===== config.mk =====
export PLATFORM = sky130hd
export DESIGN_NAME = flc_tree
export DESIGN_NICKNAME = d
export VERILOG_FILES = /design/src/hdl/flc_pkg.sv /design/src/hdl/flc_tree.sv
export SDC_FILE = /design/constraint.sdc
export NUM_CORES = 2
export LEC_CHECK = 0
export BUFFER_PORTS_ARGS = -buffer_cell sky130_fd_sc_hd__buf_2
export CAP_MARGIN = 20
export CORE_UTILIZATION = 50
export DETAILED_ROUTE_END_ITERATION = 8
export GPL_TIMING_DRIVEN = 0
export PLACE_DENSITY = 0.69
export SLEW_MARGIN = 40
export SYNTH_ARGS = -nofsm -noshare
export SYNTH_HDL_FRONTEND = slang
export SYNTH_SLANG_ARGS = --single-unit

===== constraint.sdc =====
create_clock -name clk_i -period 27.1 [get_ports clk_i]
set_input_delay 0 -clock clk_i [delete_from_list [all_inputs] [get_ports clk_i]]
set_output_delay 0 -clock clk_i [all_outputs]
set_load 0.02 [all_outputs]

===== src/hdl/flc_pkg.sv =====
package flc_pkg;

  // default sizes of the filter
  localparam int unsigned TAPS_DEF        = 16;
  localparam int unsigned SAMPLE_BITS_DEF = 16;

  // fixed field widths
  localparam int unsigned COEF_BITS   = 16;
  localparam int unsigned RESULT_BITS = 40;
  localparam int unsigned TAP_CNT_W   = 5;
  localparam int unsigned IDX_W       = 4;
  localparam int unsigned IN_SMP_W    = 16;
  localparam int unsigned APB_ADDR_W  = 3;
  localparam int unsigned APB_DATA_W  = 32;

  // register index (paddr bit 2 selects the word)
  localparam logic REG_TAP_COUNT = 1'b0;

  // input item operation
  typedef enum logic {
    OP_LOAD   = 1'b0,
    OP_SAMPLE = 1'b1
  } op_e;

  typedef struct packed {
    op_e                           op;
    logic [IDX_W-1:0]              coef_index;
    logic signed [COEF_BITS-1:0]   coef_value;
    logic signed [IN_SMP_W-1:0]    sample;
    logic                          last_sample;
  } in_item_t;

  typedef struct packed {
    logic signed [RESULT_BITS-1:0] result;
    logic                          last_result;
  } out_item_t;

  // per-cell control from the sequencer
  typedef struct packed {
    logic shift;
    logic clear;
    logic coef_we;
    logic active;
  } cell_ctrl_t;

endpackage


===== src/hdl/flc_tree.sv =====
module flc_tree import flc_pkg::*; #(
  parameter int unsigned LEVELS = 4,
  parameter int unsigned ACC_W  = 37
) (
  input  logic                    clk_i,
  input  logic                    rst_ni,
  input  logic                    in_valid_i,
  input  logic                    in_last_i,
  input  logic signed [ACC_W-1:0] leaf_i [2**LEVELS],
  output logic                    in_ready_o,
  output logic                    out_valid_o,
  output logic                    out_last_o,
  output logic signed [ACC_W-1:0] sum_o,
  input  logic                    out_ready_i
);

  localparam int unsigned LEAVES = 2 ** LEVELS;

  if (LEVELS == 0) begin : g_single
    // one tap: the product is the sum
    assign in_ready_o  = out_ready_i;
    assign out_valid_o = in_valid_i;
    assign out_last_o  = in_last_i;
    assign sum_o       = leaf_i[0];
  end else begin : g_tree
    // level 0 is the root, level LEVELS-1 sits next to the leaves
    logic [LEVELS-1:0]       vld_q, last_q, rdy;
    logic signed [ACC_W-1:0] node_q [1:LEAVES-1];

    // a level moves on when empty or when the level below it moves
    always_comb begin
      rdy[0] = !vld_q[0] || out_ready_i;
      for (int lv = 1; lv < LEVELS; lv++) begin
        rdy[lv] = !vld_q[lv] || rdy[lv-1];
      end
    end

    // valid and last flags per level
    always_ff @(posedge clk_i or negedge rst_ni) begin
      if (!rst_ni) begin
        vld_q  <= '0;
        last_q <= '0;
      end else begin
        for (int lv = 0; lv < LEVELS; lv++) begin
          if (rdy[lv]) begin
            if (lv == LEVELS - 1) begin
              vld_q[lv]  <= in_valid_i;
              last_q[lv] <= in_last_i;
            end else begin
              vld_q[lv]  <= vld_q[lv+1];
              last_q[lv] <= last_q[lv+1];
            end
          end
        end
      end
    end

    // pairwise adders, one register per node
    for (genvar i = 1; i < LEAVES; i++) begin : g_node
      localparam int unsigned LV = $clog2(i + 1) - 1;
      localparam int unsigned CA = 2 * i;
      logic signed [ACC_W-1:0] a, b;

      if (CA >= LEAVES) begin : g_from_leaf
        assign a = leaf_i[CA-LEAVES];
        assign b = leaf_i[CA+1-LEAVES];
      end else begin : g_from_node
        assign a = node_q[CA];
        assign b = node_q[CA+1];
      end

      always_ff @(posedge clk_i) begin
        if (rdy[LV]) begin
          node_q[i] <= a + b;
        end
      end
    end

    assign in_ready_o  = rdy[LEVELS-1];
    assign out_valid_o = vld_q[0];
    assign out_last_o  = last_q[0];
    assign sum_o       = node_q[1];
  end

endmodule

Word-level counts from Yosys, hierarchy flattened
Memories as Yosys holds them, arrays and structs flattened.
Cells that the tools add are included.
{"block": "word_totals", "register_bits": 8, "ramBits": 555, "inputBits": 597, "output_inout_bits": 40, "word_cells": 40, "memories": 1}
{"block": "op_classes", "n_addsub": 15, "n_mux": 8, "n_reduce_logical": 8}
{"memory": "g_tree.node_q", "words": 15, "word_bits": 37, "read_ports": 15, "rd_clocked_by_memory_dff": 0, "wr": 15, "line_no": "flc_tree.sv:28", "rtl": "logic signed [ACC_W-1:0] node_q [1:LEAVES-1];"}
{"op": "$add A37 B37 Y37", "count": 15}
{"op": "$mux W1", "count": 8}
{"op": "$logic_not A1 Y1", "count": 4}
{"op": "$logic_or A1 B1 Y1", "count": 4}

Depth between registers and ports, before layout
{"block": "depth", "word_depth": 7, "depth_mapped": 11, "depth_no_buf": 11}

Least setup slack after synthesis
OpenSTA, ideal clock, no wires.
{"block": "synth_timing", "path_type": "register to register", "from": "register g_tree.vld_q[0]", "to": "register g_tree.node_q[0][296] (netlist name)", "setup_ns": 3.642, "t_arrival_ns": 8.969, "t_required_ns": 23.458, "path_slack_ns": 14.489, "stages_incl_launch_ff": 3, "path_buffers": 0, "synth_period_minus_slack_ns": 12.611, "path_cell_list": "dfrtp_1 nor2b_1 nand4_1"}
{"item": "start: declaration", "line_no": "flc_tree.sv:27", "rtl": "logic [LEVELS-1:0] vld_q, last_q, rdy;"}
{"item": "start signal: indexed assignment", "line_no": "flc_tree.sv:47", "rtl": "vld_q[lv] <= in_valid_i;"}
{"item": "start signal: indexed assignment", "line_no": "flc_tree.sv:50", "rtl": "vld_q[lv] <= vld_q[lv+1];"}

==> results.toml <==
[run_status]
status = "finished, final reports clean"

[synth]
async_flop_share = 0.01421
synth_common_cells = "555 x edfxtp_1, 544 x a21oi_1, 540 x ha_1, 343 x xnor2_1, 281 x nand2_1"
mappedNetlistNets = 5474
ys_seq_elements = 563
synth_top_cell_by_area = "edfxtp_1"
syn-mean-instance-area_um2 = 10.13
netlist_instances = 4322
yosysTopAreaCellShare = 0.3805
syn-cell-area_mm2 = 0.04380
muxShareOfSynthArea = 0.002828
synth_area_leaders = "edfxtp_1 38%, ha_1 15%, xnor2_1 6.9%"
synth_cell_types = 74
synth_adder_area_share = 0.1611
seq_area_frac_synth = 0.3851
yosys_most_used_dff = "edfxtp_1"
yosysMostFrequentCell = "edfxtp_1"
synth_top_family_by_area = "compound AO/OA/AOI/OAI gates"
yosys.area_share.simple = 0.1118
synth_compound_area_frac = 0.2265
yosysWarningCount = 0
synth_xor_area_frac = 0.09839
synth-edff-count = 555

[sta]
final-setup-viol-count = 0
finalCritPeriodShare = 0.1625
hold_ws_ns = 0.02417
maxSlewHeadroom = 0.4518
hold_violations = 0
fmax_mhz = 227.1
tightest_slew_ns = 0.8117
final-max-slew-violation-count = 0
setup_tns_ns = 0
min_period_ns = 4.404
rsz0062_at_grt = "no"
worst_clock_skew_ns = 0.01408

[die]
rows = 108
io_pins = 637
initial_core_util = 0.5049
die_w_um = 298.0
die_y_um = 298.0
core_area_mm2 = 0.08675
die-area_mm2 = 0.08878

[run]
drv_cap = 0

[cells_and_area]
final_util = 0.6530
nets = 6795
area_growth_pct = 29.35
fillCellCount = 7005
antenna_cells = 0
drive_gt1_frac = 0.1430

[setup_path]
r2r_end = "g_tree.node_q[0][219]"
crit_family = "compound AO/OA/AOI/OAI gates"
arrival_ns = 4.78
path_class = "input pin to flop"
critPathLaunchType = "input pin"
endpoint_kind = "flop"
r2r_setup_slack_ns = 23.18
ff2ff_path_depth = 10
critPathSlowestCell = "o21ai_0"
cp_max_fo = 3
r2r_start = "g_tree.node_q[0][370]"
crit_buf_inv = 3
crit_start = "leaf_i[333]"
worstPathRequired_ns = 27.47
crit_chain = "dlygate4sd3_1 -> buf_2 -> ha_1 -> fa_1 -> a21oi_1 -> o211ai_1 -> a21oi_1 -> a21boi_0 -> o21ai_0 -> a21boi_0 -> nor3b_1 -> o41ai_1 -> xnor2_1 -> dlygate4sd3_1"
slowest_delay_ns = 0.65

[detailed_routing]
drtIter0Drc = 2721
wl_per_cell_um = 17.84
vias = 38880
firstDrtPassIters = 7
drc = 0
routed_via_density = 5.679
routed_wl_um = 122100
drtAntennaViolNets = 0

[clocking]
cts-root-buf = "clkbuf_16"
post_cts_buffers = 0
clk_pin_slew_worst_paths_ns = 0.06
cts_buffer_depth = 3
cts_resized = 0
cts_hold_buf = 586
clock-sinks = 563
htreeDepth = 2
clock_latency_ns = 0.63
cts_tree = "done"
cts_buffers = 60

[hold_path]
hold_depth = 4
hold_start = "leaf_i[364]"
worstHoldPathType = "input pin to flop"
whs_endpoint = "g_tree.node_q[0][438]"

[placement]
dp_hpwl_um = 92840
gp_congestion = 0.9332
numPortBuffers = 636

[grt]
grt_pass1_vias = 38040
antenna_found_initial = 3
grt_max_degree = 41
overflow = 0
grt_usage = 0.2683
grt_pass1_wl_um = 193300

[power_and_ir_drop]
powerDensity_mw_per_mm2 = 95.78
vdd_ir_drop_max_v = 0.00008386
p_leak_nw = 24.80
kinds of logic after synthesis:
kind of cell	count (synthesis)
simple gates	988
fa+ha+maj	555
flops	563
compound gates	1545
mux	12
buf+inv	167
xor+xnor	492
final cells by class:
class / count / area (um2) / area share
well taps: 1155 / 1445 / 0.02551
inverters: 116 / 437.9 / 0.007730
repair buffers: 1259 / 9425 / 0.1664
multi-input cells: 3592 / 26330 / 0.4648
clock inverters: 39 / 390.4 / 0.006891
flip-flops and latches: 563 / 16870 / 0.2977
clock buffers: 71 / 1564 / 0.02761
plain buffers: 51 / 191.4 / 0.003379
power by group:
group	internal, mW	switching [mW]
clock	0.478	0.351
combinational	1.28	1.68
sequential	1.49	0.147
cell usage in the layout (no fill, tap or decap), types with 66 or more instances in the layout:
| cell | count |
|---|---|
| nor2_1 | 178 |
| ha_1 | 540 |
| xor2_1 | 149 |
| a21oi_1 | 544 |
| nand4_1 | 66 |
| edfxtp_1 | 555 |
| nor2b_1 | 81 |
| o21bai_1 | 100 |
| dlygate4sd3_1 | 586 |
| nand2_1 | 280 |
| xnor2_1 | 343 |
| buf_2 | 636 |
| inv_1 | 115 |
| a21o_1 | 264 |
| o21ai_0 | 233 |
| nand3_1 | 95 |
worst max-delay path by stage:
stage,to,slack (ns),cells past startpoint
finish,g_tree.node_q[0][443],22.70,14
global route,g_tree.node_q[0][443],22.37,14
CTS,g_tree.node_q[0][443],22.74,14
detailed placement,g_tree.node_q[0][443],23.16,12
global placement,g_tree.node_q[0][482],9.99,2
floorplan,g_tree.node_q[0][296],14.49,2
per-stage QoR:
stage          worst slack [ns]  cells  area (um2)  power, mW
3_3_place_gp              9.993   6113       48430      4.444
2_1_floorplan             14.49   4322       43800      3.704
4_1_cts                   22.74   6845       56650      5.427
5_1_grt                   22.37   6846       56650      5.831
3_5_place_dp              23.16   6149       48830      4.453
6_report                  22.70   6846       56650      5.426
worst reg2reg max path, stage by stage, from the launching register on:
cell and delay (ns):
edfxtp_1 0.37, ha_1 0.23, fa_1 0.41, a21oi_1 0.26
o211ai_1 0.19, a21oi_1 0.36, a21boi_0 0.31, o21ai_0 0.54
a21boi_0 0.27, o311a_1 0.43, o311ai_0 0.34
state kept, by name (all words and copies together), names as in the netlist:
name,cells
g_tree.vld_q,4
g_tree.last_q,4
g_tree.node_q,555
routing by layer:
| metal | vias up | part of all wire | GRT usage |
|---|---|---|---|
| met5 | - | 0.000098 | 0 |
| met4 | 2 | 0.034 | 0.09133 |
| met3 | 236 | 0.052 | 0.02946 |
| met2 | 1196 | 0.47 | 0.4496 |
| met1 | 18240 | 0.44 | 0.3603 |
| li1 | 19200 | - | - |
No activity file was read; power rests on OpenSTA's default activity.
