File: src/hdl/flc_pkg.sv
package flc_pkg;

  // default sizes of the filter
  localparam int unsigned TAPS_DEF        = 16;
  localparam int unsigned SAMPLE_BITS_DEF = 16;

  // fixed field widths
  localparam int unsigned COEF_BITS   = 16;
  localparam int unsigned RESULT_BITS = 40;
  localparam int unsigned TAP_CNT_W   = 5;
  localparam int unsigned IDX_W       = 4;
  localparam int unsigned IN_SMP_W    = 16;
  localparam int unsigned APB_ADDR_W  = 3;
  localparam int unsigned APB_DATA_W  = 32;

  // register index (paddr bit 2 selects the word)
  localparam logic REG_TAP_COUNT = 1'b0;

  // input item operation
  typedef enum logic {
    OP_LOAD   = 1'b0,
    OP_SAMPLE = 1'b1
  } op_e;

  typedef struct packed {
    op_e                           op;
    logic [IDX_W-1:0]              coef_index;
    logic signed [COEF_BITS-1:0]   coef_value;
    logic signed [IN_SMP_W-1:0]    sample;
    logic                          last_sample;
  } in_item_t;

  typedef struct packed {
    logic signed [RESULT_BITS-1:0] result;
    logic                          last_result;
  } out_item_t;

  // per-cell control from the sequencer
  typedef struct packed {
    logic shift;
    logic clear;
    logic coef_we;
    logic active;
  } cell_ctrl_t;

endpackage

File: src/hdl/flc_cell.sv
module flc_cell import flc_pkg::*; #(
  parameter int unsigned SAMPLE_BITS = SAMPLE_BITS_DEF,
  parameter bit          HOLD_TAP    = 1'b1
) (
  input  logic                                   clk_i,
  input  logic                                   rst_ni,
  input  cell_ctrl_t                             ctrl_i,
  input  logic signed [COEF_BITS-1:0]            coef_i,
  input  logic signed [SAMPLE_BITS-1:0]          sample_i,
  output logic signed [SAMPLE_BITS-1:0]          sample_o,
  output logic signed [SAMPLE_BITS+COEF_BITS-1:0] prod_o
);

  localparam int unsigned PROD_W = SAMPLE_BITS + COEF_BITS;

  logic signed [COEF_BITS-1:0] coef_q;
  logic signed [PROD_W-1:0]    prod_d, prod_q;

  // coefficient of this tap
  always_ff @(posedge clk_i or negedge rst_ni) begin
    if (!rst_ni) begin
      coef_q <= '0;
    end else if (ctrl_i.coef_we) begin
      coef_q <= coef_i;
    end
  end

  // tap product, zero for taps beyond the active length
  always_comb begin
    prod_d = '0;
    if (ctrl_i.active) begin
      prod_d = coef_q * sample_i;
    end
  end

  always_ff @(posedge clk_i) begin
    if (ctrl_i.shift) begin
      prod_q <= prod_d;
    end
  end

  assign prod_o = prod_q;

  // delay element handed to the next cell
  if (HOLD_TAP) begin : g_tap
    logic signed [SAMPLE_BITS-1:0] tap_q;

    always_ff @(posedge clk_i or negedge rst_ni) begin
      if (!rst_ni) begin
        tap_q <= '0;
      end else if (ctrl_i.shift) begin
        tap_q <= ctrl_i.clear ? '0 : sample_i;
      end
    end

    assign sample_o = tap_q;
  end else begin : g_no_tap
    assign sample_o = '0;
  end

endmodule

File: config.mk
export PLATFORM = sky130hd
export DESIGN_NAME = flc_cell
export DESIGN_NICKNAME = d
export VERILOG_FILES = /design/src/hdl/flc_pkg.sv /design/src/hdl/flc_cell.sv
export SDC_FILE = /design/constraint.sdc
export NUM_CORES = 1
export LEC_CHECK = 0
export ABC_CLOCK_PERIOD_IN_PS = 6000
export BUFFER_PORTS_ARGS = -buffer_cell sky130_fd_sc_hd__buf_2
export CAP_MARGIN = 10
export CORE_MARGIN = 1.5
export CORE_UTILIZATION = 45
export DETAILED_ROUTE_END_ITERATION = 8
export PLACE_DENSITY = 0.74
export REMOVE_ABC_BUFFERS = 1
export SLEW_MARGIN = 20
export SYNTH_ARGS = -nofsm -noshare
export SYNTH_HDL_FRONTEND = slang
export SYNTH_SLANG_ARGS = --single-unit
File: constraint.sdc
create_clock -name clk_i -period 6 [get_ports clk_i]
set_input_delay 1.2 -clock clk_i [delete_from_list [all_inputs] [get_ports clk_i]]
set_output_delay 1.2 -clock clk_i [all_outputs]
set_load 0.02 [all_outputs]
[After elaboration in Yosys (flattened, before gate mapping)]
Index checks and enable logic that the tools add are counted.
Operators by class
  add/sub/neg operators: 0
  multiply operators: 1
  divide/modulo/power cells: 0
  $lt $le $gt $ge: 0
  equality and inequality tests: 0
  shift-type cells: 0
  muxes and demuxes: 1
  bitwise logic cells: 0
  reduce and logical (&&, ||, !) cells: 0
Operator list (count)
  $mul 16x16->32: 1
  $mux 16: 1
Storage, ports and cells
  register bits: 64
  latch bits: 0
  RAM bits: 0
  memory bits (read-only): 0
  bits of input ports: 38
  output and inout bits: 48
  memories: 0

[Longest topological paths before layout]
Gate-level depths: netlist (run 1).
  word-level depth: 1
  mapped depth: 22
  depth with buffers taken out: 20

[Worst setup path before layout (run 1)]
No wires, ideal clock.
  path kind: in2reg
  start: input sample_i[7]
  end: register prod_q[31], in the netlist prod_o[31], data pin
  library setup time: 0.262 ns
  arrival: 7.182 ns
  required time: 5.738 ns
  setup slack: -1.444 ns
  stages: 22
  path through: clkbuf_1 > clkbuf_1 > nand2_1 > fa_1 > inv_1 > fa_1 > inv_1 > fa_1 > inv_1 > fa_1 > fa_1 > inv_1 > fa_1 > inv_1 > ha_1 > a21o_1 > a21o_1 > a221o_1 > a221o_1 > a211o_1 > a221oi_2 > mux2_1
Between the ends
  longest elaborated chain between the ends: 1
RTL lines
  start: declaration: RTL line flc_cell.sv:9  | input logic signed [SAMPLE_BITS-1:0] sample_i,
  $mul 16x16->32: RTL line flc_cell.sv:32  | prod_d = coef_q * sample_i;
  end signal: assignment: RTL line flc_cell.sv:38  | prod_q <= prod_d;
  end: declaration: RTL line flc_cell.sv:17  | logic signed [PROD_W-1:0] prod_d, prod_q;
Every way passes these cells.
A chain may end at the register's enable or synchronous reset.

[Final worst setup path (run 1)]
Ends and elaborated chain as after synthesis.

==> impl_results.rst, run 1 <==
.. list-table::
   :header-rows: 1

   * - Metric
     - Value
   * - Critical path class
     - in -> reg
   * - Overall overflow remaining after global route
     - 0
   * - Final critical-path required period
     - ~6.8 ns
   * - #FFs+latches synth
     - 64
   * - Drt drc
     - 0
   * - Aggregate routed wire length
     - between 30000 and 40000 um
   * - Pin slew with the least headroom to its limit
     - about 0.99 ns
   * - Clk sinks
     - 64
   * - Post-synth EDFFs
     - 32
   * - Clock latency on the worst-skew pair
     - 0.36 ns
   * - Violations in the final reports
     - setup timing
   * - Final layout net count
     - 1888
   * - Vias
     - between 9000 and 10000
   * - Result of the run
     - finished with violations
   * - Overall die height
     - roughly 170 um
   * - Most Frequent Cell on Critical Path
     - fa_1
   * - Ys async rst share
     - 0.500
   * - Slowest Stage Delay on Critical Path
     - a little under 0.6 ns
   * - Worst reg-to-reg setup slack
     - -0.51 ns
   * - Startpoint of the lowest-slack register-to-register path
     - coef_q[6]
   * - WP buf/inv
     - 6
   * - Number of instances in the synthesized netlist
     - ~1300
   * - Crit end category
     - flip-flop
   * - Reg2Reg Depth
     - 21
   * - Final cycle utilization of the critical path
     - 1.13
   * - Routability cong.
     - about 0.9
   * - Cell row count
     - 60
   * - Number of cells on the critical path
     - 21
   * - Post-synth top flop
     - edfxtp_1
   * - Total of warnings raised by yosys
     - 0
   * - Setup-violating endpoint count in the final report
     - 17
   * - Crit path required time
     - between 6 and 7 ns
   * - Max Clk Rate
     - 147 MHz
   * - Initial Util
     - 0.457
   * - Half-perimeter wire length after detailed placement
     - 25400 um
   * - CP top delay family
     - adder cells
   * - Sequential area share after synthesis
     - 0.144
   * - Via count of the first global-routing pass
     - about 10000
   * - Signed area change from the synthesized netlist to the final layout
     - 28.1%
   * - Slew Limit Headroom
     - 0.338
   * - Setup repair after global routing missed its margin
     - true
   * - Level count of the clock H-tree
     - 3
   * - Number of iterations in the first detailed-routing pass
     - 5
   * - Final hold slack
     - between 0.5 and 0.6 ns
   * - Die area
     - roughly 0.028 mm2
   * - Final setup skew
     - 0.0111 ns
   * - Leading area contributor after synthesis
     - fa_1
   * - Number of nets with antenna violations after routing
     - 0
   * - Largest cells by area after synthesis
     - fa_1 43%, inv_1 9.5%, ha_1 8.4%
   * - Pin count of the biggest net entering global routing
     - between 60 and 70
   * - All-Layer GR Usage
     - 0.245
   * - Global-route wire length before repair
     - around 53000 um
   * - Clock transition at path regs
     - 0.07 ns
   * - Worst min-delay path class
     - reg -> reg
   * - Endpoint of the most critical setup path
     - prod_o[31]
   * - Clock Path Buffers
     - 2
   * - Summed instance area of the synthesized netlist
     - between 0.01 and 0.015 mm2
   * - Synth top area share
     - 0.428
   * - Share of final-layout standard cells stronger than drive strength 1
     - 0.291
   * - Post-route worst setup slack
     - -0.791 ns
   * - Number of buffers inserted during clock tree synthesis
     - 9
   * - Number of I/O pins
     - 86
   * - Mean area per synthesized cell
     - 9.66 um2
   * - Critical path launch point type
     - input pin
   * - Data arrival, critical path
     - approximately 7 ns
   * - Die span in x
     - about 170 um
   * - Total cell area at the placement stage
     - around 0.014 mm2
   * - Cell at the slowest stage of the critical path
     - fa_1
   * - Cells along the critical path
     - buf_8 -> nand2_4 -> fa_1 -> inv_2 -> fa_1 -> inv_2 -> fa_1 -> inv_2 -> fa_1 -> fa_1 -> inv_2 -> fa_1 -> inv_2 -> ha_4 -> a21o_1 -> a21o_1 -> a221o_1 -> a221o_1 -> a211o_1 -> a221oi_2 -> mux2_1
   * - Port-buffer cells
     - 85
   * - CTS tree
     - built
   * - Master cell of the clock root buffer
     - clkbuf_16
   * - Number of hold violations in the final report
     - 0
   * - Critical Path Start
     - sample_i[7]
   * - Synth cell types
     - 49
   * - Core area
     - around 0.027 mm2
   * - R2R Path End
     - prod_o[31]
   * - Hold_buf cts
     - 0
   * - Avg WL per Cell
     - approximately 19 um
   * - Antenna violations before repair
     - 3
   * - Number of maximum-capacitance constraint violations
     - 0
   * - Iteration-0 DRC Markers
     - around 630
   * - Final-report max-slew violation count
     - 0
   * - Avg Vias per Cell
     - roughly 5.3
   * - Non-Filler Cell Area, Final
     - roughly 0.016 mm2
   * - Largest fanout on the critical path
     - 2
## cell usage in the layout (no fill, tap or decap), types with 11 or more instances in the layout
master / count
inv_1: 284
fa_1: 246
buf_4: 154
nand2_1: 123
and2_1: 115
buf_2: 72
ha_1: 61
nor2_1: 45
dfrtp_1: 32
edfxtp_1: 32
buf_6: 31
inv_2: 25
xnor2_1: 23
o21ai_0: 20
ha_4: 17
nand3b_1: 16
mux2_2: 16
fa_2: 16
and2_4: 12
a21oi_1: 11
clkbuf_16: 11
## worst min-delay path by stage
stage                 from     endpoint  cells past startpoint
6_report       sample_o[8]  sample_o[8]                      2
5_1_grt        sample_o[6]  sample_o[6]                      2
4_1_cts        sample_o[5]  sample_o[5]                      2
3_5_place_dp   sample_o[9]  sample_o[9]                      2
3_3_place_gp   sample_o[0]  sample_o[0]                      2
2_1_floorplan  sample_o[0]  sample_o[0]                      2
## synthesized netlist by cell type (2+ instances only)
library cell,number
inv_1,309
fa_1,262
nand2_1,136
and2_1,127
ha_1,82
nor2_1,52
clkbuf_1,43
dfrtp_1,32
edfxtp_1,32
o21ai_0,28
xnor2_1,25
a21oi_1,24
mux2_2,16
nand3b_1,16
a21o_1,10
nand2b_1,8
nand3_1,7
nor3_1,7
xor2_1,6
o21bai_1,5
o21a_1,4
a31oi_1,3
nand4_1,3
a2111oi_0,2
a211o_1,2
a221o_1,2
buf_1,2
mux2i_1,2
## cell families after synthesis
| kind of cell | after synthesis | share of synthesized area |
|---|---|---|
| fa+ha+maj | 344 | 0.512 |
| buf+inv | 354 | 0.109 |
| xor+xnor | 31 | 0.0222 |
| compound gates | 93 | 0.0485 |
| mux | 19 | 0.0173 |
| simple gates | 363 | 0.148 |
| flops | 64 | 0.144 |
## through the flow
stage	utilization	setup TNS [ns]	worst slack [ns]	cells
after global placement	0.528	-14.06	-1.24	1810
after detailed placement	0.528	-15.48	-1.30	1810
final	0.585	-5.13	-0.791	1854
after global routing	0.585	-7.30	-0.903	1853
after CTS	0.567	-4.67	-0.753	1840
after floorplan	-	-4.31	-0.918	1223
## state kept, by name, summed over array words and instances, names as in the netlist
| register | count |
|---|---|
| coef_q | 16 |
| prod_o | 32 |
| sample_o | 16 |
## worst reg2reg max path: stages (launching register included)
cell and delay, ns:
dfrtp_1 0.58, buf_4 0.25, nand2_1 0.09, fa_1 0.54, inv_1 0.05, fa_1 0.40, inv_2 0.08, fa_1 0.42
inv_2 0.07, fa_1 0.39, fa_1 0.54, inv_2 0.04, fa_1 0.51, inv_2 0.06, ha_4 0.21, a21o_1 0.18
a21o_1 0.16, a221o_1 0.38, a221o_1 0.41, a211o_1 0.34, a221oi_2 0.24, mux2_1 0.34
## routing by layer
| metal | global-route usage | share of wire | vias to the layer above |
|---|---|---|---|
| li1 | - | - | 4258 |
| met1 | 0.298 | 0.37 | 5047 |
| met2 | 0.428 | 0.51 | 455 |
| met3 | 0.0468 | 0.070 | 123 |
| met4 | 0.0991 | 0.047 | 0 |
| met5 | 0 | 0 | - |
## cell type report
| cell class | instances | area (um2) |
|---|---|---|
| diodes | 2 | 5.00 |
| clock buffers | 9 | 225 |
| clock inverters | 7 | 125 |
| fillers | 2052 | 11100 |
| inverters | 309 | 1160 |
| multi-input cells | 850 | 9840 |
| flip-flops and latches | 64 | 1760 |
| well taps | 341 | 427 |
| repair buffers | 272 | 2150 |
## timing repair
action                     4_1_cts  5_1_grt
pin swaps                       82       97
setup endpoints to repair       19       21
buffers inserted                15       12
gates resized for setup        152       86
cloned                           0        2
Power of run 1 is left out: the tool's default activity adds up to more than one toggle a clock period on the data nets, which glitch-free logic cannot reach.
==> inputs of run 2 (changes only) <==
Settings changed: ABC_CLOCK_PERIOD_IN_PS 6000 to 5800, SKIP_CTS_REPAIR_TIMING from default to 1.
Clock period 6 ns to 5.8 ns, I/O delays scaled along.
==> impl_results.rst, run 2 (synthesis gave the netlist of run 1 again) <==
.. list-table::
   :header-rows: 1

   * - Metric
     - Value
   * - Number of nets with antenna violations after routing
     - 0
   * - CP top delay family
     - adder cells
   * - Max Clk Rate
     - ~150 MHz
   * - Number of I/O pins
     - 86
   * - Most Frequent Cell on Critical Path
     - fa_1
   * - Cell at the slowest stage of the critical path
     - fa_1
   * - Half-perimeter wire length after detailed placement
     - 25700 um
   * - Final critical-path required period
     - ~6.8 ns
   * - Core area
     - between 0.02 and 0.03 mm2
   * - Cell row count
     - 60
   * - Crit end category
     - flip-flop
   * - Master cell of the clock root buffer
     - clkbuf_16
   * - All-Layer GR Usage
     - 0.230
   * - Startpoint of the lowest-slack register-to-register path
     - coef_q[9]
   * - Port-buffer cells
     - 85
   * - Avg Vias per Cell
     - 5.25
   * - Routability cong.
     - 0.890
   * - Final cycle utilization of the critical path
     - 1.16
   * - Clock latency on the worst-skew pair
     - 0.36 ns
   * - Initial Util
     - 0.457
   * - Violations in the final reports
     - setup timing
   * - Commonest non-fill, non-tap cell in the layout
     - inv_1
   * - Signed area change from the synthesized netlist to the final layout
     - 25.8%
   * - Commonest cells after routing, fill and taps aside
     - 292 x inv_1, 250 x fa_1, 164 x buf_4
   * - Cells along the critical path
     - buf_8 -> nand2_4 -> fa_1 -> inv_2 -> fa_1 -> inv_2 -> fa_1 -> inv_2 -> fa_1 -> fa_1 -> inv_1 -> fa_1 -> inv_2 -> ha_4 -> a21o_1 -> a21o_1 -> a221o_1 -> a221o_1 -> a211o_1 -> a221oi_2 -> mux2_1
   * - Post-layout utilization of the core
     - 0.575
   * - Level count of the clock H-tree
     - 3
   * - Post-route worst setup slack
     - -0.953 ns
   * - Antenna violations before repair
     - 0
   * - Number of hold violations in the final report
     - 0
   * - Flip-flop count of the largest register, all copies and words added
     - 32
   * - Worst reg-to-reg setup slack
     - -0.70 ns
   * - Clock Path Buffers
     - 2
   * - Overall overflow remaining after global route
     - 0
   * - WP buf/inv
     - 6
   * - Total cell area at the placement stage
     - about 0.014 mm2
   * - Slew Limit Headroom
     - 0.315
   * - Share of final-layout standard cells stronger than drive strength 1
     - 0.278
   * - End point of the worst hold path
     - sample_o[6]
   * - Number of maximum-capacitance constraint violations
     - 0
   * - Drt drc
     - 0
   * - Setup tns final
     - -7.51 ns
   * - Setup repair after global routing missed its margin
     - true
   * - Via count of the first global-routing pass
     - between 9000 and 10000
   * - Final setup skew
     - 0.0141 ns
   * - Antenna diodes
     - 0
   * - R2R Path End
     - prod_o[31]
   * - Vias
     - 9672
   * - Critical path class
     - in -> reg
   * - Reg2Reg Depth
     - 20
   * - Fill cell instance count of the final layout
     - approximately 2100
   * - Launch point of the worst hold path
     - sample_o[6]
   * - Slowest Stage Delay on Critical Path
     - 0.61 ns
   * - Die area
     - 0.0282 mm2
   * - Setup-violating endpoint count in the final report
     - 17
   * - Result of the run
     - finished with violations
   * - Global-route wire length before repair
     - around 50000 um
   * - Overall die height
     - approximately 170 um
   * - Number of iterations in the first detailed-routing pass
     - 5
   * - Aggregate routed wire length
     - between 30000 and 40000 um
   * - Largest fanout on the critical path
     - 2
   * - Iteration-0 DRC Markers
     - roughly 680
   * - Die span in x
     - ~170 um
   * - Non-Filler Cell Area, Final
     - between 0.015 and 0.02 mm2
   * - Worst min-delay path class
     - reg -> reg
   * - Pin count of the biggest net entering global routing
     - between 60 and 70
   * - Clk sinks
     - 64
   * - Final-report max-slew violation count
     - 0
   * - Pin slew with the least headroom to its limit
     - ~1 ns
   * - Final layout net count
     - ~1900
   * - Avg WL per Cell
     - roughly 18 um
   * - Clock transition at path regs
     - around 0.07 ns
   * - Critical path launch point type
     - input pin
   * - Cell count of the worst hold path
     - 2
   * - Crit path required time
     - about 6 ns
   * - Number of buffers inserted during clock tree synthesis
     - 9
   * - CTS tree
     - built
   * - Data arrival, critical path
     - 6.87 ns
## run 2: cell types whose count changed in the layout (fill, tap and decap cells not counted), moves of 3 or more
cell     previous run  this run
buf_12              7         4
buf_4             154       164
buf_6              31        15
fa_1              246       250
fa_2               16        12
inv_1             284       292
inv_2              25        17
nand2_1           123       120
nand2_2             6        14
nand2_4             7         2
o21ai_0            20        23
o21ai_1             3         0
## run 2: layer usage
layer  routed length, um  track usage
met5                   0            0
met4                1150       0.0791
met3                1880       0.0310
met2               17200        0.401
met1               13100        0.296
## run 2: final cells by class
cell class              count  area (um2)  share of cell area
clock buffers               9         225              0.0146
clock inverters             7         103             0.00666
inverters                 309        1160              0.0753
multi-input cells         850        9780               0.635
flip-flops and latches     64        1760               0.114
well taps                 341         427              0.0277
repair buffers            263        1940               0.126
## run 2: stage by stage
stage,setup WS (ns),instances,hold slack [ns]
after CTS,-1.17,1830,0.530
after global placement,-1.40,1814,0.507
after floorplan,-1.08,1223,0.606
final,-0.953,1843,0.524
after global routing,-1.09,1843,0.556
after detailed placement,-1.51,1814,0.513
## run 2: worst max path at each step
stage	startpoint	end	slack (ns)	cells after the start
after detailed placement	sample_i[5]	prod_o[31]	-1.51	20
after floorplan	sample_i[7]	prod_o[31]	-1.08	20
final	sample_i[7]	prod_o[31]	-0.95	21
after global placement	sample_i[5]	prod_o[31]	-1.40	20
after global routing	sample_i[6]	prod_o[31]	-1.09	20
after CTS	sample_i[5]	prod_o[31]	-1.17	20
## run 2: tightest hold or removal path: stages (launching register included)
cell     delay [ns]
dfrtp_1        0.38
inv_1          0.05
o21ai_0        0.06
Power of run 2 is left out for the same reason.
